File: src/rtl/ook_pkg.sv
// types, constants and pulse tables shared by the pulse-code transmitter
// no dependencies; imported by ook_cfg, ook_enc and ook_pulse_code_transmitter_top
`default_nettype none

package ook_pkg;

  localparam int MAX_SYMBOLS  = 16;   // longest code word taken from a start beat
  localparam int WORD_W       = 32;
  localparam int WORD_SYMBOLS = WORD_W / 2;
  localparam int SEL_W        = $clog2(WORD_SYMBOLS);
  localparam int IDX_W        = 5;
  localparam int UNIT_W       = 7;
  localparam int UTICK_W      = 16;
  localparam int TICK_W       = UNIT_W + UTICK_W;
  localparam int PROTO_W      = 3;
  localparam int REP_W        = 8;
  localparam int ADDR_W       = 4;
  localparam int DATA_W       = 32;

  localparam logic KIND_TICK  = 1'b0;
  localparam logic KIND_START = 1'b1;

  localparam logic [1:0] SYM_ZERO  = 2'd0;
  localparam logic [1:0] SYM_ONE   = 2'd1;
  localparam logic [1:0] SYM_FLOAT = 2'd2;
  localparam logic [1:0] SYM_SKIP  = 2'd3;

  localparam logic [PROTO_W-1:0] PROTO_1 = 3'd1;
  localparam logic [PROTO_W-1:0] PROTO_2 = 3'd2;
  localparam logic [PROTO_W-1:0] PROTO_3 = 3'd3;

  localparam logic [PROTO_W-1:0] RST_PROTOCOL = PROTO_1;
  localparam logic [UTICK_W-1:0] RST_UNIT     = 16'd350;
  localparam logic [REP_W-1:0]   RST_REPEAT   = 8'd10;
  localparam logic               RST_ENABLE   = 1'b0;

  typedef enum logic [1:0] {
    REG_PROTOCOL = 2'd0,
    REG_UNIT     = 2'd1,
    REG_REPEAT   = 2'd2,
    REG_ENABLE   = 2'd3
  } reg_idx_t;

  typedef struct packed {
    logic              kind;
    logic [WORD_W-1:0] symbols;
    logic [IDX_W-1:0]  symbol_count;
    logic              binary_mode;
  } cmd_t;

  typedef struct packed {
    logic pin_level;
    logic busy_res;
    logic frame_done;
  } res_t;

  typedef struct packed {
    logic [PROTO_W-1:0] protocol_select;
    logic [UTICK_W-1:0] unit_ticks;
    logic [REP_W-1:0]   repeat_count;
    logic               output_enable;
  } cfg_t;

  function automatic logic proto_known(input logic [PROTO_W-1:0] proto);
    return (proto == PROTO_1) || (proto == PROTO_2) || (proto == PROTO_3);
  endfunction

  // symbol positions past the stored word read as '0'
  function automatic logic [1:0] sym_at(input logic [WORD_W-1:0] word,
                                        input logic [IDX_W-1:0] idx);
    if (idx >= IDX_W'(WORD_SYMBOLS)) return SYM_ZERO;
    return word[{idx[SEL_W-1:0], 1'b0} +: 2];
  endfunction

  // true when the symbol sends at least one pulse pair
  function automatic logic sym_live(input logic bin, input logic [PROTO_W-1:0] proto,
                                    input logic [1:0] sym);
    if (bin) return proto_known(proto) && ((sym == SYM_ZERO) || (sym == SYM_ONE));
    return sym != SYM_SKIP;
  endfunction

  // pulse units of one segment
  function automatic logic [UNIT_W-1:0] pair_units(input logic sync, input logic [1:0] sym,
                                                   input logic bin,
                                                   input logic [PROTO_W-1:0] proto,
                                                   input logic half, input logic high);
    logic [UNIT_W-1:0] hi;
    logic [UNIT_W-1:0] lo;
    hi = '0;
    lo = '0;
    if (sync) begin
      case (proto)
        PROTO_1: begin hi = 7'd1; lo = 7'd31; end
        PROTO_2: begin hi = 7'd1; lo = 7'd10; end
        PROTO_3: begin hi = 7'd1; lo = 7'd71; end
        default: ;
      endcase
    end else if (bin) begin
      case (sym)
        SYM_ZERO: begin
          case (proto)
            PROTO_1: begin hi = 7'd1; lo = 7'd3;  end
            PROTO_2: begin hi = 7'd1; lo = 7'd2;  end
            PROTO_3: begin hi = 7'd4; lo = 7'd11; end
            default: ;
          endcase
        end
        SYM_ONE: begin
          case (proto)
            PROTO_1: begin hi = 7'd3; lo = 7'd1; end
            PROTO_2: begin hi = 7'd2; lo = 7'd1; end
            PROTO_3: begin hi = 7'd9; lo = 7'd6; end
            default: ;
          endcase
        end
        default: ;
      endcase
    end else begin
      case (sym)
        SYM_ZERO:  begin hi = 7'd1; lo = 7'd3; end
        SYM_ONE:   begin hi = 7'd3; lo = 7'd1; end
        SYM_FLOAT: begin
          if (half) begin hi = 7'd3; lo = 7'd1; end
          else begin hi = 7'd1; lo = 7'd3; end
        end
        default: ;
      endcase
    end
    return high ? hi : lo;
  endfunction

endpackage

`default_nettype wire

File: src/rtl/ook_stream_if.sv
// valid/ready stream channel with a typed payload
// no dependencies; payload type given at instantiation
`default_nettype none

interface ook_stream_if #(parameter type payload_t = logic);
  logic     valid;
  logic     ready;
  payload_t data;

  modport source (output valid, output data, input ready);
  modport sink (input valid, input data, output ready);
endinterface

`default_nettype wire

File: src/rtl/ook_cfg.sv
// apb-style configuration registers of the transmitter
// depends on ook_pkg
`default_nettype none

module ook_cfg import ook_pkg::*; (
  input  logic              clk,
  input  logic              rst,
  input  logic              psel,
  input  logic              penable,
  input  logic              pwrite,
  input  logic [ADDR_W-1:0] paddr,
  input  logic [DATA_W-1:0] pwdata,
  output logic [DATA_W-1:0] prdata,
  output logic              pready,
  output cfg_t              cfg
);

  reg_idx_t sel;
  logic     wr;

  assign sel    = reg_idx_t'(paddr[ADDR_W-1:2]);
  assign wr     = psel && penable && pwrite;
  assign pready = 1'b1;

  always_ff @(posedge clk) begin
    if (rst) begin
      cfg.protocol_select <= RST_PROTOCOL;
      cfg.unit_ticks      <= RST_UNIT;
      cfg.repeat_count    <= RST_REPEAT;
      cfg.output_enable   <= RST_ENABLE;
    end else if (wr) begin
      case (sel)
        REG_PROTOCOL: cfg.protocol_select <= pwdata[PROTO_W-1:0];
        REG_UNIT:     cfg.unit_ticks      <= pwdata[UTICK_W-1:0];
        REG_REPEAT:   cfg.repeat_count    <= pwdata[REP_W-1:0];
        REG_ENABLE:   cfg.output_enable   <= pwdata[0];
        default: ;
      endcase
    end
  end

  always_comb begin
    case (sel)
      REG_PROTOCOL: prdata = DATA_W'(cfg.protocol_select);
      REG_UNIT:     prdata = DATA_W'(cfg.unit_ticks);
      REG_REPEAT:   prdata = DATA_W'(cfg.repeat_count);
      REG_ENABLE:   prdata = DATA_W'(cfg.output_enable);
      default:      prdata = '0;
    endcase
  end

endmodule

`default_nettype wire

File: src/rtl/ook_enc.sv
// frame state and single-pass next-segment logic of the transmitter
// depends on ook_pkg
`default_nettype none

module ook_enc import ook_pkg::*; (
  input  logic clk,
  input  logic rst,
  input  logic step,
  input  cmd_t cmd,
  input  cfg_t cfg,
  output res_t res
);

  typedef struct packed {
    logic             stop;
    logic             in_sync;
    logic [IDX_W-1:0] idx;
    logic             half;
    logic             high;
    logic [REP_W-1:0] reps;
  } pos_t;

  logic [WORD_W-1:0] word_store;
  logic [IDX_W-1:0]  word_length;
  logic              mode_binary;
  logic [REP_W-1:0]  repeats_done;
  logic [IDX_W-1:0]  symbol_index;
  logic              pair_half;
  logic              in_sync;
  logic              high_phase;
  logic [TICK_W-1:0] ticks_left;
  logic              active;

  logic              is_start;
  logic              load;
  logic [IDX_W-1:0]  cnt_sat;
  logic [WORD_W-1:0] v_word;
  logic [IDX_W-1:0]  v_len;
  logic              v_bin;
  logic              known;
  logic [MAX_SYMBOLS-1:0] live;
  logic [IDX_W:0]    hit0;
  logic [IDX_W:0]    hitn;
  logic [REP_W-1:0]  r1;
  logic              wrap_end;
  logic              last_tick;
  pos_t              tgt;
  logic [UNIT_W-1:0] tgt_units;
  logic [TICK_W-1:0] tick_load;

  // lowest live symbol at or above from: {found, index}
  function automatic logic [IDX_W:0] find_first(input logic [MAX_SYMBOLS-1:0] v,
                                                input logic [IDX_W:0] from);
    logic             found;
    logic [IDX_W-1:0] idx;
    found = 1'b0;
    idx   = '0;
    for (int i = MAX_SYMBOLS - 1; i >= 0; i--) begin
      if (v[i] && ((IDX_W+1)'(i) >= from)) begin
        found = 1'b1;
        idx   = IDX_W'(i);
      end
    end
    return {found, idx};
  endfunction

  assign is_start  = cmd.kind == KIND_START;
  assign load      = is_start && !active;
  assign cnt_sat   = ({1'b0, cmd.symbol_count} > (IDX_W+1)'(MAX_SYMBOLS)) ?
                     IDX_W'(MAX_SYMBOLS) : cmd.symbol_count;
  assign v_word    = load ? cmd.symbols : word_store;
  assign v_len     = load ? cnt_sat : word_length;
  assign v_bin     = load ? cmd.binary_mode : mode_binary;
  assign known     = proto_known(cfg.protocol_select);
  assign r1        = repeats_done + REP_W'(1);
  assign wrap_end  = r1 >= cfg.repeat_count;
  assign last_tick = ticks_left == TICK_W'(1);

  always_comb begin
    for (int i = 0; i < MAX_SYMBOLS; i++) begin
      live[i] = (i < int'(v_len)) &&
                sym_live(v_bin, cfg.protocol_select, sym_at(v_word, IDX_W'(i)));
    end
  end

  assign hit0 = find_first(live, '0);
  assign hitn = find_first(live, {1'b0, symbol_index} + (IDX_W+1)'(1));

  // next position that carries pulses; zero-length pairs and empty repeats are jumped
  always_comb begin
    tgt = '{stop: 1'b0, in_sync: in_sync, idx: symbol_index, half: pair_half,
            high: 1'b1, reps: repeats_done};
    if (load) begin
      tgt.reps = '0;
      tgt.half = 1'b0;
      tgt.idx  = '0;
      if (!cfg.output_enable || (cfg.repeat_count == '0) ||
          (v_bin && (v_len == '0)) || (cfg.unit_ticks == '0)) begin
        tgt.stop = 1'b1;
      end else if (hit0[IDX_W]) begin
        tgt.in_sync = 1'b0;
        tgt.idx     = hit0[IDX_W-1:0];
      end else if (known) begin
        tgt.in_sync = 1'b1;
      end else begin
        tgt.stop = 1'b1;
      end
    end else if (high_phase) begin
      tgt.high = 1'b0;
    end else if (in_sync) begin
      tgt.idx  = '0;
      tgt.half = 1'b0;
      tgt.reps = r1;
      if (wrap_end) begin
        tgt.stop = 1'b1;
      end else if (hit0[IDX_W]) begin
        tgt.in_sync = 1'b0;
        tgt.idx     = hit0[IDX_W-1:0];
      end else if (!known) begin
        tgt.stop = 1'b1;
      end
    end else if (!mode_binary && !pair_half) begin
      tgt.half = 1'b1;
    end else begin
      tgt.half = 1'b0;
      if (hitn[IDX_W]) begin
        tgt.idx = hitn[IDX_W-1:0];
      end else if (known) begin
        tgt.in_sync = 1'b1;
      end else begin
        tgt.reps = r1;
        tgt.idx  = hit0[IDX_W-1:0];
        if (wrap_end || !hit0[IDX_W]) tgt.stop = 1'b1;
      end
    end
  end

  assign tgt_units = pair_units(tgt.in_sync, sym_at(v_word, tgt.idx), v_bin,
                                cfg.protocol_select, tgt.half, tgt.high);
  assign tick_load = TICK_W'(tgt_units) * TICK_W'(cfg.unit_ticks);

  always_comb begin
    res = '0;
    if (is_start) begin
      if (active) begin
        res.pin_level = high_phase;
        res.busy_res  = 1'b1;
      end else begin
        res.pin_level  = !tgt.stop;
        res.busy_res   = !tgt.stop;
        res.frame_done = tgt.stop;
      end
    end else if (active) begin
      if (!cfg.output_enable) begin
        res.frame_done = 1'b1;
      end else begin
        res.pin_level  = high_phase;
        res.busy_res   = !(last_tick && tgt.stop);
        res.frame_done = last_tick && tgt.stop;
      end
    end
  end

  always_ff @(posedge clk) begin
    if (rst) begin
      active <= 1'b0;
    end else if (step) begin
      if (load) begin
        active <= !tgt.stop;
      end else if (!is_start && active) begin
        if (!cfg.output_enable || (last_tick && tgt.stop)) active <= 1'b0;
      end
    end
  end

  always_ff @(posedge clk) begin
    if (step) begin
      if (load) begin
        word_store  <= cmd.symbols;
        word_length <= cnt_sat;
        mode_binary <= cmd.binary_mode;
      end
      if (load || (!is_start && active && cfg.output_enable && last_tick)) begin
        in_sync      <= tgt.in_sync;
        symbol_index <= tgt.idx;
        pair_half    <= tgt.half;
        high_phase   <= tgt.high;
        repeats_done <= tgt.reps;
        ticks_left   <= tick_load;
      end else if (!is_start && active) begin
        ticks_left <= ticks_left - TICK_W'(1);
      end
    end
  end

endmodule

`default_nettype wire

File: src/rtl/ook_pulse_code_transmitter_top.sv
// top level of the ook pulse-code transmitter: item and result registers around the encoder
// depends on ook_pkg, ook_stream_if, ook_cfg and ook_enc
`default_nettype none

// Pulse-code transmitter for tri-state or binary remote-control code words.
// A start beat on cmd while no frame runs loads up to 16 two-bit symbols and
// the encoding mode; every following tick beat is one time tick of the radio
// data pin, and each tick beat returns one result beat giving the pin level for
// that tick, whether the frame is still busy, and a done flag on the beat that
// ends the frame. Every beat on cmd gives exactly one beat on res. One item is
// taken per clock cycle, sustained, while res is ready; a taken beat is held in
// the input register and its result is registered in the res register, the
// encoder's next-segment logic (zero-length skip search, pulse table, unit
// multiply) lying between those two registers. The res register lets a new item
// enter while a finished result waits. Protocol, tick length, repeat count and
// output enable sit in APB registers at byte addresses 0, 4, 8 and 12; write
// them only while no frame is running.

module ook_pulse_code_transmitter_top import ook_pkg::*; (
  input  logic              clk,
  input  logic              rst,
  ook_stream_if.sink        cmd,
  ook_stream_if.source      res,
  input  logic              psel,
  input  logic              penable,
  input  logic              pwrite,
  input  logic [ADDR_W-1:0] paddr,
  input  logic [DATA_W-1:0] pwdata,
  output logic [DATA_W-1:0] prdata,
  output logic              pready
);

  cfg_t cfg;

  // input register
  cmd_t cmd_q;
  logic cmd_vld;

  // result register
  res_t res_d;
  res_t res_q;
  logic res_vld;

  // the buffered item is processed when the result register can take its result
  logic advance;

  assign advance   = cmd_vld && (!res_vld || res.ready);
  assign cmd.ready = !cmd_vld || advance;

  always_ff @(posedge clk) begin
    if (rst) begin
      cmd_vld <= 1'b0;
    end else if (cmd.ready) begin
      cmd_vld <= cmd.valid;
    end
  end

  always_ff @(posedge clk) begin
    if (cmd.ready && cmd.valid) cmd_q <= cmd.data;
  end

  ook_cfg u_cfg (
    .clk     (clk),
    .rst     (rst),
    .psel    (psel),
    .penable (penable),
    .pwrite  (pwrite),
    .paddr   (paddr),
    .pwdata  (pwdata),
    .prdata  (prdata),
    .pready  (pready),
    .cfg     (cfg)
  );

  // frame state advances once per processed item
  ook_enc u_enc (
    .clk  (clk),
    .rst  (rst),
    .step (advance),
    .cmd  (cmd_q),
    .cfg  (cfg),
    .res  (res_d)
  );

  always_ff @(posedge clk) begin
    if (rst) begin
      res_vld <= 1'b0;
    end else if (advance) begin
      res_vld <= 1'b1;
    end else if (res.ready) begin
      res_vld <= 1'b0;
    end
  end

  always_ff @(posedge clk) begin
    if (advance) res_q <= res_d;
  end

  assign res.valid = res_vld;
  assign res.data  = res_q;

endmodule

`default_nettype wire

File: src/flat_wrapper.sv
// flat-port wrapper written by rule: the top's interface ports become plain ports
module ook_pulse_code_transmitter_top_flat import ook_pkg::*;
  (clk, rst, psel, penable, pwrite, paddr, pwdata, prdata, pready, cmd_valid, cmd_data, cmd_ready, res_valid, res_data, res_ready);
  ook_stream_if cmd_i ();
  ook_stream_if res_i ();
  input  logic clk;
  input  logic rst;
  input  logic psel;
  input  logic penable;
  input  logic pwrite;
  input  logic [ADDR_W-1:0] paddr;
  input  logic [DATA_W-1:0] pwdata;
  output logic [DATA_W-1:0] prdata;
  output logic pready;
  input wire logic [$bits(cmd_i.valid)-1:0] cmd_valid;
  input wire logic [$bits(cmd_i.data)-1:0] cmd_data;
  output wire logic [$bits(cmd_i.ready)-1:0] cmd_ready;
  output wire logic [$bits(res_i.valid)-1:0] res_valid;
  output wire logic [$bits(res_i.data)-1:0] res_data;
  input wire logic [$bits(res_i.ready)-1:0] res_ready;
  assign cmd_i.valid = cmd_valid;
  assign cmd_i.data = cmd_data;
  assign cmd_ready = cmd_i.ready;
  assign res_valid = res_i.valid;
  assign res_data = res_i.data;
  assign res_i.ready = res_ready;
  ook_pulse_code_transmitter_top u_core (.clk(clk), .rst(rst), .cmd(cmd_i), .res(res_i), .psel(psel), .penable(penable), .pwrite(pwrite), .paddr(paddr), .pwdata(pwdata), .prdata(prdata), .pready(pready));
endmodule
File: config.mk
export PLATFORM = sky130hd
export DESIGN_NAME = ook_pulse_code_transmitter_top_flat
export DESIGN_NICKNAME = d
export VERILOG_FILES = /design/src/rtl/ook_pkg.sv /design/src/rtl/ook_stream_if.sv /design/src/rtl/ook_cfg.sv /design/src/rtl/ook_enc.sv /design/src/rtl/ook_pulse_code_transmitter_top.sv /design/src/flat_wrapper.sv
export SDC_FILE = /design/constraint.sdc
export NUM_CORES = 1
export LEC_CHECK = 0
export BUFFER_PORTS_ARGS = -buffer_cell sky130_fd_sc_hd__buf_2
export CAP_MARGIN = 25
export CORE_ASPECT_RATIO = 1.75
export CORE_MARGIN = 2
export CORE_UTILIZATION = 69
export DETAILED_ROUTE_END_ITERATION = 10
export PLACE_DENSITY = 0.93
export SLEW_MARGIN = 30
export SYNTH_ARGS = -nofsm -noshare
export SYNTH_HDL_FRONTEND = slang
export SYNTH_HIERARCHICAL = 1
export SYNTH_SLANG_ARGS = --single-unit
File: constraint.sdc
create_clock -name clk -period 23.6 [get_ports clk]
set_clock_uncertainty 0.1 [all_clocks]
set_input_delay 4.72 -clock clk [delete_from_list [all_inputs] [get_ports clk]]
set_output_delay 4.72 -clock clk [all_outputs]
set_load 0.01 [all_outputs]
==> flow_summary.json, run 1 <==
{
  "grt_max_degree": 95,
  "critical_path_class": "flop to flop",
  "drt_pass1_iterations": 6,
  "postCtsHoldBufs": 0,
  "cts_resized": 0,
  "holdPathStages": 2,
  "fp.dieArea_sq_mm": 0.0183,
  "powerDensity_mw_per_mm2": 44.0,
  "cts_tree": "yes",
  "track_usage_pct": 36.4,
  "io_buffers": 44,
  "antenna_cells": 0,
  "grt_pass1_wl_um": 51700,
  "place_area_sq_mm": 0.0123,
  "hpwl_um": 25000,
  "place.gp.congestion": 0.959,
  "clkTransAtPathRegs_ns": 0.07,
  "r2r-start": "u_core/u_cfg/cfg[26]",
  "timing.fmax_ghz": 0.0877,
  "cp.arrival_ns": 11.40,
  "drtIter0Drc": 821,
  "start_util_pct": 70.3,
  "placementRows": 63,
  "post_cts_buffers": 0,
  "crit_slowest_cell": "dfxtp_1",
  "r2r_end": "u_core/u_enc/ticks_left[22]",
  "drive_above_1_share_pct": 9.55,
  "cp_max_fo": 24,
  "maxCapViolCount": 0,
  "finalWorstSetupSlack_ns": 12.19,
  "avgViaCountPerCell": 6.51,
  "cts.sink_count": 110,
  "cp_common_cell": "a21oi_1",
  "n_fill_cell": 1223,
  "p_leak_uw": 0.00560,
  "grt_antenna_before_repair": 0,
  "max_slew_margin_pct": -150,
  "routed_wl_um": 32800,
  "wire_per_inst_um": 19.7,
  "hp-class": "flop to flop",
  "hold_end": "u_core/res.valid",
  "fp.dieW_um": 103,
  "netlist_area_sq_mm": 0.0119,
  "cts.root.buffer_cell": "clkbuf_16",
  "vias": 10800,
  "report.final.hold_viol_count": 0,
  "ff_latch_area_sq_mm": 0.00299,
  "outcome": "finished, violations left",
  "nNetsFinal": 1597,
  "core_area_sq_mm": 0.0169,
  "peakVddDrop_mv": 0.0345,
  "end_kind": "flop",
  "grt_pass1_vias": 10800,
  "final.setup.tns_ns": 0,
  "ios": 80,
  "synth_area_per_cell_sq_um": 8.83,
  "cts_made_buffers": 9,
  "rsz0062_at_grt": "false",
  "final_cell_area_sq_mm": 0.0126,
  "multi_input_area_sq_mm": 0.00828,
  "die_h_um": 177,
  "synth_cells": 1342,
  "fin_crit_ns": 11.41,
  "worst_pin_slew_ns": 3.76,
  "rrSetupSlack_ns": 12.19,
  "drc": 0,
  "clk_latency_ns": 0.37,
  "syn2layout_area_growth_pct": 6.70,
  "h-tree-depth": 3,
  "finalSetupViolCount": 0,
  "hp-start": "u_core/cmd_vld",
  "yosys_warnings": 6,
  "finalMaxSlewViolations": 95,
  "start_kind": "flop",
  "crit_required_ns": 23.59,
  "critPathMaxStageDelay_ns": 0.84,
  "timing.final.crit_share_pct": 48.3,
  "place_ws_ns": 12.52,
  "antenna_violating_nets_post_route": 0,
  "rr_worst_depth": 39,
  "violations": "max-slew violations",
  "cts_max_path_buffers": 2,
  "grt_overflow": 0
}
area by class of cell:
| type | instances | area share, % |
|---|---|---|
| flip-flops and latches | 110 | 23.7 |
| clock buffers | 9 | 1.78 |
| multi-input cells | 1121 | 65.5 |
| inverters | 135 | 4.01 |
| repair buffers | 53 | 2.26 |
| well taps | 227 | 2.25 |
| clock inverters | 6 | 0.554 |
report_power, final:
| part | internal [uW] | total, uW | switching, uW | leakage [uW] |
|---|---|---|---|---|
| clock network | 82.8 | 155 | 72.6 | 0.000141 |
| logic | 66.8 | 176 | 109 | 0.00447 |
| registers | 217 | 225 | 7.67 | 0.000988 |
cells in the final DEF (no fill, tap or decap), drive strengths merged, types with 6 or more instances in the layout:
| cell type | instances |
|---|---|
| a31oi | 16 |
| a21o | 8 |
| conb | 102 |
| a22o | 7 |
| a21oi | 51 |
| nand3 | 50 |
| nor3 | 32 |
| a21bo | 11 |
| xnor2 | 28 |
| o21a | 19 |
| o2bb2ai | 6 |
| and3 | 39 |
| ha | 69 |
| edfxtp | 79 |
| nor2b | 17 |
| o221ai | 7 |
| o21bai | 14 |
| mux2 | 16 |
| buf | 53 |
| clkbuf | 9 |
| o211ai | 12 |
| inv | 137 |
| o31a | 6 |
| nand3b | 8 |
| xor2 | 12 |
| nand2 | 91 |
| mux2i | 45 |
| dfxtp | 31 |
| o31ai | 12 |
| nor2 | 89 |
| o21ai | 74 |
| a211oi | 12 |
| a222oi | 6 |
| a211o | 8 |
| fa | 54 |
| nand2b | 35 |
| and2 | 49 |
| nor4 | 15 |
per-stage QoR:
step	hold WS [ns]	total power (uW)	instances	util, %
finish	0.401	556	1661	75.0
global route	0.433	580	1661	75.0
CTS	0.405	551	1660	74.9
detailed placement	0.396	398	1645	73.2
global placement	0.375	392	1645	73.2
floorplan	0.361	360	1441	-
how the worst max path moves through the flow:
stage	startpoint	to	slack, ns
after CTS	u_core/u_enc/symbol_index[1]	u_core/u_enc/ticks_left[22]	12.50
after global placement	u_core/u_cfg/cfg[26]	u_core/u_enc/ticks_left[22]	12.78
after detailed placement	u_core/u_enc/symbol_index[1]	u_core/u_enc/ticks_left[22]	12.52
final	u_core/u_cfg/cfg[26]	u_core/u_enc/ticks_left[22]	12.19
after global routing	u_core/u_enc/symbol_index[1]	u_core/u_enc/ticks_left[22]	11.50
after floorplan	paddr[2]	prdata[3]	13.30
state kept, by name (all words and copies together) (netlist names), 5 cells and up:
signal,flops
u_core/u_enc/word_length,5
u_core/u_enc/ticks_left,23
u_core/u_enc/word_store,32
u_core/u_cfg/cfg,28
u_core/u_enc/symbol_index,5
u_core/u_enc/repeats_done,8
worst max-delay path: cells and delay by family (launching register included):
kind            cells  cell delay [ns]
compound gates     26             7.20
fa+ha+maj           5             1.93
buf+inv             4             0.34
flops               1             0.84
simple gates        4             0.69
per-layer routing:
layer | share of wire [%] | vias up | wire, um | track usage [%]
met4 | 10 | 0 | 3370 | 32.3
met1 | 31 | 5123 | 10200 | 35.1
met5 | 0 | - | 0 | 0
met2 | 53 | 555 | 17300 | 64.6
met3 | 5.8 | 223 | 1920 | 5.24
li1 | - | 4917 | - | -
Power figures use the tool's default switching activity.
==> inputs of run 2 (changes only) <==
--- a/config.mk
+++ b/config.mk
@@ -9,9 +9,9 @@
 export CAP_MARGIN = 25
 export CORE_ASPECT_RATIO = 1.75
 export CORE_MARGIN = 2
-export CORE_UTILIZATION = 69
+export CORE_UTILIZATION = 58
 export DETAILED_ROUTE_END_ITERATION = 10
-export PLACE_DENSITY = 0.93
+export PLACE_DENSITY = 0.84
 export SLEW_MARGIN = 30
 export SYNTH_ARGS = -nofsm -noshare
 export SYNTH_HDL_FRONTEND = slang
==> constraint.sdc (replaced) <==
create_clock -name clk -period 10 [get_ports clk]
set_clock_uncertainty 0.1 [all_clocks]
set_input_delay 2 -clock clk [delete_from_list [all_inputs] [get_ports clk]]
set_output_delay 2 -clock clk [all_outputs]
set_load 0.01 [all_outputs]
==> run 2 against run 1 <==
The flow still finishes with violations (max-slew violations). Count of clock-buffer cells in the layout increased by 1. Global-route usage decreased by 5.4 points. Via count increased by 2.0%. Cell count increased by 7.6%. Clock power increased by 150%. Die area increased by 18%. Critical path depth decreased by 2. Fmax increased by 17%. Largest power group unchanged. Total power increased to 2.6 times the previous value. Highest routed layer unchanged. Setup slack got worse by 12 ns. Sequential power increased by 140%.
==> flow_summary.json, run 2 (synthesis gave the netlist of run 1 again) <==
{
  "avgViaCountPerCell": 6.17,
  "drt_pass1_iterations": 6,
  "clk_latency_ns": 0.38,
  "p_clk_share_pct": 27.1,
  "track_usage_pct": 31.0,
  "cts_max_path_buffers": 2,
  "met2_usage_pct": 59.4,
  "cp_max_fo": 8,
  "crit_required_ns": 10.01,
  "top_register": "u_core/u_enc/word_store",
  "drive_above_1_share_pct": 17.8,
  "grtUsageMet1_pct": 29.1,
  "cts.sink_count": 110,
  "cts_made_buffers": 9,
  "antenna_violating_nets_post_route": 0,
  "routed_wl_um": 34500,
  "cp.arrival_ns": 9.72,
  "p_sw_share_pct": 34.8,
  "critPathMaxStageDelay_ns": 0.54,
  "p_leak_uw": 0.00616,
  "core_area_sq_mm": 0.0202,
  "wire_per_inst_um": 19.3,
  "grt_antenna_before_repair": 0,
  "io_buffers": 44,
  "report.final.hold_viol_count": 0,
  "timing.hold.ws_ns": 0.402,
  "antenna_cells": 0,
  "grt_max_degree": 95,
  "end_kind": "flop",
  "drc": 0,
  "h-tree-depth": 3,
  "outcome": "finished, violations left",
  "timing.fmax_ghz": 0.103,
  "final_cell_mix": "inv_1 (132), buf_4 (114), conb_1 (102), nand2_1 (91), nor2_1 (86)",
  "intPower_uw": 926,
  "nNetsFinal": 1702,
  "clkTransAtPathRegs_ns": 0.08,
  "fp.dieW_um": 112,
  "cts.root.buffer_cell": "clkbuf_16",
  "cts_tree": "yes",
  "p_switching_uw": 494,
  "start_kind": "flop",
  "final_cell_area_sq_mm": 0.0137,
  "maxCapViolCount": 0,
  "violations": "max-slew violations",
  "crit_slowest_cell": "fa_1",
  "grt_pass1_wl_um": 53100,
  "peakVddDrop_mv": 0.101,
  "place.gp.congestion": 0.997,
  "vias": 11000,
  "pwr-share-comb_pct": 35.6,
  "top_usage_layer": "met2",
  "grt_pass1_vias": 10900,
  "fin_crit_ns": 9.71,
  "grt_overflow": 0,
  "fp.dieArea_sq_mm": 0.0216,
  "critical_path_class": "flop to flop",
  "start_util_pct": 58.7,
  "largest_reg_flops": 32,
  "top_regs": "u_core/u_enc/word_store x32, u_core/u_cfg/cfg x28, u_core/u_enc/ticks_left x23",
  "finalMaxSlewViolations": 95,
  "max_slew_margin_pct": -158,
  "n_fill_cell": 1612,
  "worst_pin_slew_ns": 3.87,
  "die_h_um": 193,
  "powerDensity_mw_per_mm2": 104,
  "hp-class": "flop to flop",
  "final_common_cell": "inv_1",
  "hpwl_um": 26100,
  "drtIter0Drc": 863,
  "met3_usage_pct": 3.81,
  "postCtsHoldBufs": 0,
  "place_area_sq_mm": 0.0131,
  "timing.final.crit_share_pct": 97.1,
  "placementRows": 69,
  "syn2layout_area_growth_pct": 15.5,
  "power.share.sequential_pct": 37.2,
  "finalSetupViolCount": 0,
  "ios": 80
}
run 2: cell count changes in the layout (fill, tap and decap cells not counted), moves of 3 or more:
cell / delta
a2bb2oi_2: +3
a21oi_1: -7
nor4_1: -3
o21ai_2: +3
buf_4: +106
a2bb2oi_1: -3
a21oi_2: +7
run 2: area by class of cell:
cell class	instances	area, sq um	area share, %
Clock buffer	10	250	1.83
Tap cell	248	310	2.27
Clock inverter	6	70.1	0.512
Multi-Input combinational cell	1121	8480	61.9
Timing Repair Buffer	158	1080	7.86
Inverter	135	512	3.74
Sequential cell	110	2990	21.9
run 2: worst paths after layout:
path / slack [ns] / depth (start not counted) / from / to
hold reg to reg: 0.40 / 2 / u_core/cmd_vld / u_core/res.valid
setup reg to reg: 0.29 / 37 / u_core/u_enc/symbol_index[0] / u_core/u_enc/ticks_left[22]
setup / recovery: 0.29 / 37 / u_core/u_enc/symbol_index[0] / u_core/u_enc/ticks_left[22]
hold / removal: 0.40 / 2 / u_core/cmd_vld / u_core/res.valid
run 2: critical path, delay by kind of cell, from the launching register on:
kind	cells	cell delay, ns
AO/OA/AOI/OAI	20	4.58
adder cells (fa/ha/maj)	6	2.65
buffers and inverters	7	0.85
flip-flops	1	0.41
AND/OR/NAND/NOR	4	0.84
run 2: power by group through the flow:
stage | Combinational [uW] | Clock (uW) | Sequential [uW]
after floorplan | 317 | 0 | 532
after global placement | 457 | 0 | 537
after detailed placement | 468 | 0 | 538
after CTS | 471 | 389 | 528
after global routing | 548 | 408 | 531
final | 506 | 385 | 529
run 2: metrics by stage:
stage / power, uW / instances / utilization (%) / setup WS (ns) / TNS [ns]
finish: 1420 / 1788 / 67.8 / 0.288 / 0
global route: 1490 / 1788 / 67.8 / -0.0509 / -0.0923
CTS: 1390 / 1775 / 66.3 / 0.123 / 0
detailed placement: 1010 / 1759 / 64.7 / 0.0113 / 0
global placement: 994 / 1759 / 64.7 / 0.232 / 0
floorplan: 849 / 1441 / - / 0.630 / 0
run 2: per-layer routing:
metal	part of all wire [%]	wire, um	vias to the layer above
met5	0	0	-
met3	4.4	1510	170
met4	8.4	2890	0
met2	54	18800	463
li1	-	-	5123
met1	33	11300	5281
run 2: timing repair:
item,4_1_cts,5_1_grt
gates resized for setup,1,40
endpoints found under the setup margin,1,9
setup buffers,0,13
cloned,0,0
pin swaps,0,12
==> inputs of run 3 (changes only) <==
--- a/config.mk
+++ b/config.mk
@@ -9,11 +9,11 @@
 export CAP_MARGIN = 25
 export CORE_ASPECT_RATIO = 1.75
 export CORE_MARGIN = 2
-export CORE_UTILIZATION = 58
+export CORE_UTILIZATION = 41
 export DETAILED_ROUTE_END_ITERATION = 10
-export PLACE_DENSITY = 0.84
+export PLACE_DENSITY = 0.8
 export SLEW_MARGIN = 30
 export SYNTH_ARGS = -nofsm -noshare
 export SYNTH_HDL_FRONTEND = slang
-export SYNTH_HIERARCHICAL = 1
 export SYNTH_SLANG_ARGS = --single-unit
+export TNS_END_PERCENT = 10
==> run 3 against run 2 <==
The flow now finishes without violations. Critical endpoint is now prdata[3]. Sequential share of layout area increased by 11 points. Setup slack better by 4.4 ns. Sequential power decreased by 77%. Highest routed layer unchanged. Total power decreased by 83%. Sequential cell count is 80 lower. Via count shrank 89%.
==> flow_summary.json, run 3 <==
{
  "final_cell_area_sq_mm": 0.00180,
  "ys.flop_type": "dfxtp_1",
  "fp.dieW_um": 51.4,
  "h-tree-depth": 2,
  "crit_chain": "buf_2 -> nor2b_1 -> a22o_1 -> buf_2",
  "drc": 0,
  "cts.root.buffer_cell": "clkbuf_8",
  "drtIter0Drc": 18,
  "synth_area_per_cell_sq_um": 9.34,
  "worst_pin_slew_ns": 0.806,
  "antenna_violating_nets_post_route": 0,
  "synth_top_area_share_pct": 37.2,
  "final.setup.tns_ns": 0,
  "postCtsHoldBufs": 0,
  "track_usage_pct": 14.4,
  "crit_slowest_cell": "nor2b_1",
  "crit_required_ns": 7.90,
  "yosys.area.top_type": "dfxtp_1",
  "critPathMaxStageDelay_ns": 0.68,
  "p_leak_uw": 0.000817,
  "die_h_um": 87.0,
  "place.gp.congestion": 0.687,
  "rsz0062_at_grt": "false",
  "outcome": "complete, no violations",
  "post_cts_buffers": 0,
  "hpwl_um": 2070,
  "cts_tree": "yes",
  "grt_pass1_wl_um": 4690,
  "ys_ff_latch": 30,
  "finalMaxSlewViolations": 0,
  "fin_crit_ns": 5.35,
  "timing.hold.ws_ns": 0.361,
  "clkTransAtPathRegs_ns": 0.06,
  "syn2layout_area_growth_pct": 11.7,
  "power.share.sequential_pct": 49.4,
  "start_util_pct": 42.2,
  "timing.fmax_ghz": 0.187,
  "post-synth-top-count-cell": "dfxtp_1",
  "largest_reg_flops": 28,
  "synthTopCellsByArea": "dfxtp_1 (37%), mux2i_1 (9.9%), buf_4 (9.3%)",
  "netlist_area_sq_mm": 0.00162,
  "vias": 1226,
  "final_common_cell": "buf_2",
  "place_area_sq_mm": 0.00171,
  "top_register": "u_core.u_cfg.cfg",
  "p_switching_uw": 60.2,
  "intPower_uw": 188,
  "avgViaCountPerCell": 4.79,
  "p_clk_share_pct": 39.5,
  "report.final.hold_viol_count": 0,
  "synth_cells": 173,
  "ys_seq_area_share_pct": 37.2,
  "powerDensity_mw_per_mm2": 138,
  "placementRows": 30,
  "grt_max_degree": 39,
  "grt_overflow": 0,
  "max_slew_margin_pct": 46.1,
  "antenna_cells": 0,
  "drt_pass1_iterations": 2,
  "timing.final.crit_share_pct": 53.5,
  "io_buffers": 42,
  "cts_resized": 0,
  "yosysUniqueCellTypes": 26,
  "cp_max_fo": 12,
  "grt_pass1_vias": 1126,
  "yosys_warnings": 0,
  "cp.arrival_ns": 3.25,
  "final_cell_mix": "buf_2 (42), dfxtp_1 (30), conb_1 (18), mux2i_1 (16), nand2b_1 (14)",
  "grt_antenna_before_repair": 0,
  "crit_buf_inv": 2,
  "final_util_pct": 47.1,
  "critical_path_class": "input port to output port",
  "wire_per_inst_um": 11.6,
  "synth_edf_count": 0,
  "cts_made_buffers": 5,
  "nNetsFinal": 251,
  "synth-async-reset-ratio_pct": 0,
  "peakVddDrop_mv": 0.0912,
  "clk_latency_ns": 0.27,
  "finalSetupViolCount": 0,
  "cts.sink_count": 30,
  "drive_above_1_share_pct": 29.3,
  "start_kind": "input port",
  "critPathTopFamily": "simple AND/OR/NAND/NOR gates",
  "maxCapViolCount": 0,
  "ios": 80,
  "routed_wl_um": 2970,
  "pwr-share-comb_pct": 11.1,
  "core_area_sq_mm": 0.00383,
  "end_kind": "output port",
  "cp_common_cell": "buf_2",
  "fp.dieArea_sq_mm": 0.00448,
  "cts_max_path_buffers": 2,
  "hp-class": "flop to flop",
  "synth_top_cells_by_count": "dfxtp_1 (30), buf_4 (20), mux2i_1 (16)",
  "p_sw_share_pct": 24.3
}
-- run 3: final cells by class --
type                            count  area (sq um)
Tap cell                           48          60.1
Clock buffer                        7          86.3
Timing Repair Buffer               43           218
Fill cell                         393          2020
Multi-Input combinational cell    127           835
Clock inverter                      1          5.00
Sequential cell                    30           601
-- run 3: cells by family after synthesis --
family,count (synthesis),synth area share (%)
AND/OR/NAND/NOR,60,21.4
AO/OA/AOI/OAI,32,14.8
buffers and inverters,32,14.9
flip-flops,30,37.2
multiplexers,17,11.3
other,2,0.465
-- run 3: final timing paths --
path                                            from                    to  slack, ns  cells past startpoint
worst min-delay path            u_core.u_cfg.cfg[17]  u_core.u_cfg.cfg[17]       0.36                      1
worst max register to register      u_core.res.valid        u_core.cmd_vld       9.12                      3
worst min register to register  u_core.u_cfg.cfg[17]  u_core.u_cfg.cfg[17]       0.36                      1
worst max-delay path                        paddr[3]             prdata[3]       4.65                      4
-- run 3: routing by layer --
layer	global-route usage [%]	part of all wire, %	vias to the layer above
li1	-	-	617
met1	12.8	37	561
met2	26.0	53	43
met3	4.81	7.7	5
met4	10.0	2.9	0
met5	0	0	-
-- run 3: metrics by stage --
step	total power (uW)	instances	setup WS [ns]
after global placement	153	248	4.66
after detailed placement	153	248	4.65
final	248	256	4.65
after floorplan	151	189	5.14
after CTS	252	256	4.65
after global routing	260	256	4.47
-- run 3: power by group through the flow --
stage	combinational [uW]	sequential [uW]	clock, uW
3_3_place_gp	27.5	125	0
6_report	27.7	123	98.0
4_1_cts	28.0	123	101
2_1_floorplan	26.0	125	0
3_5_place_dp	27.9	125	0
5_1_grt	30.7	123	107
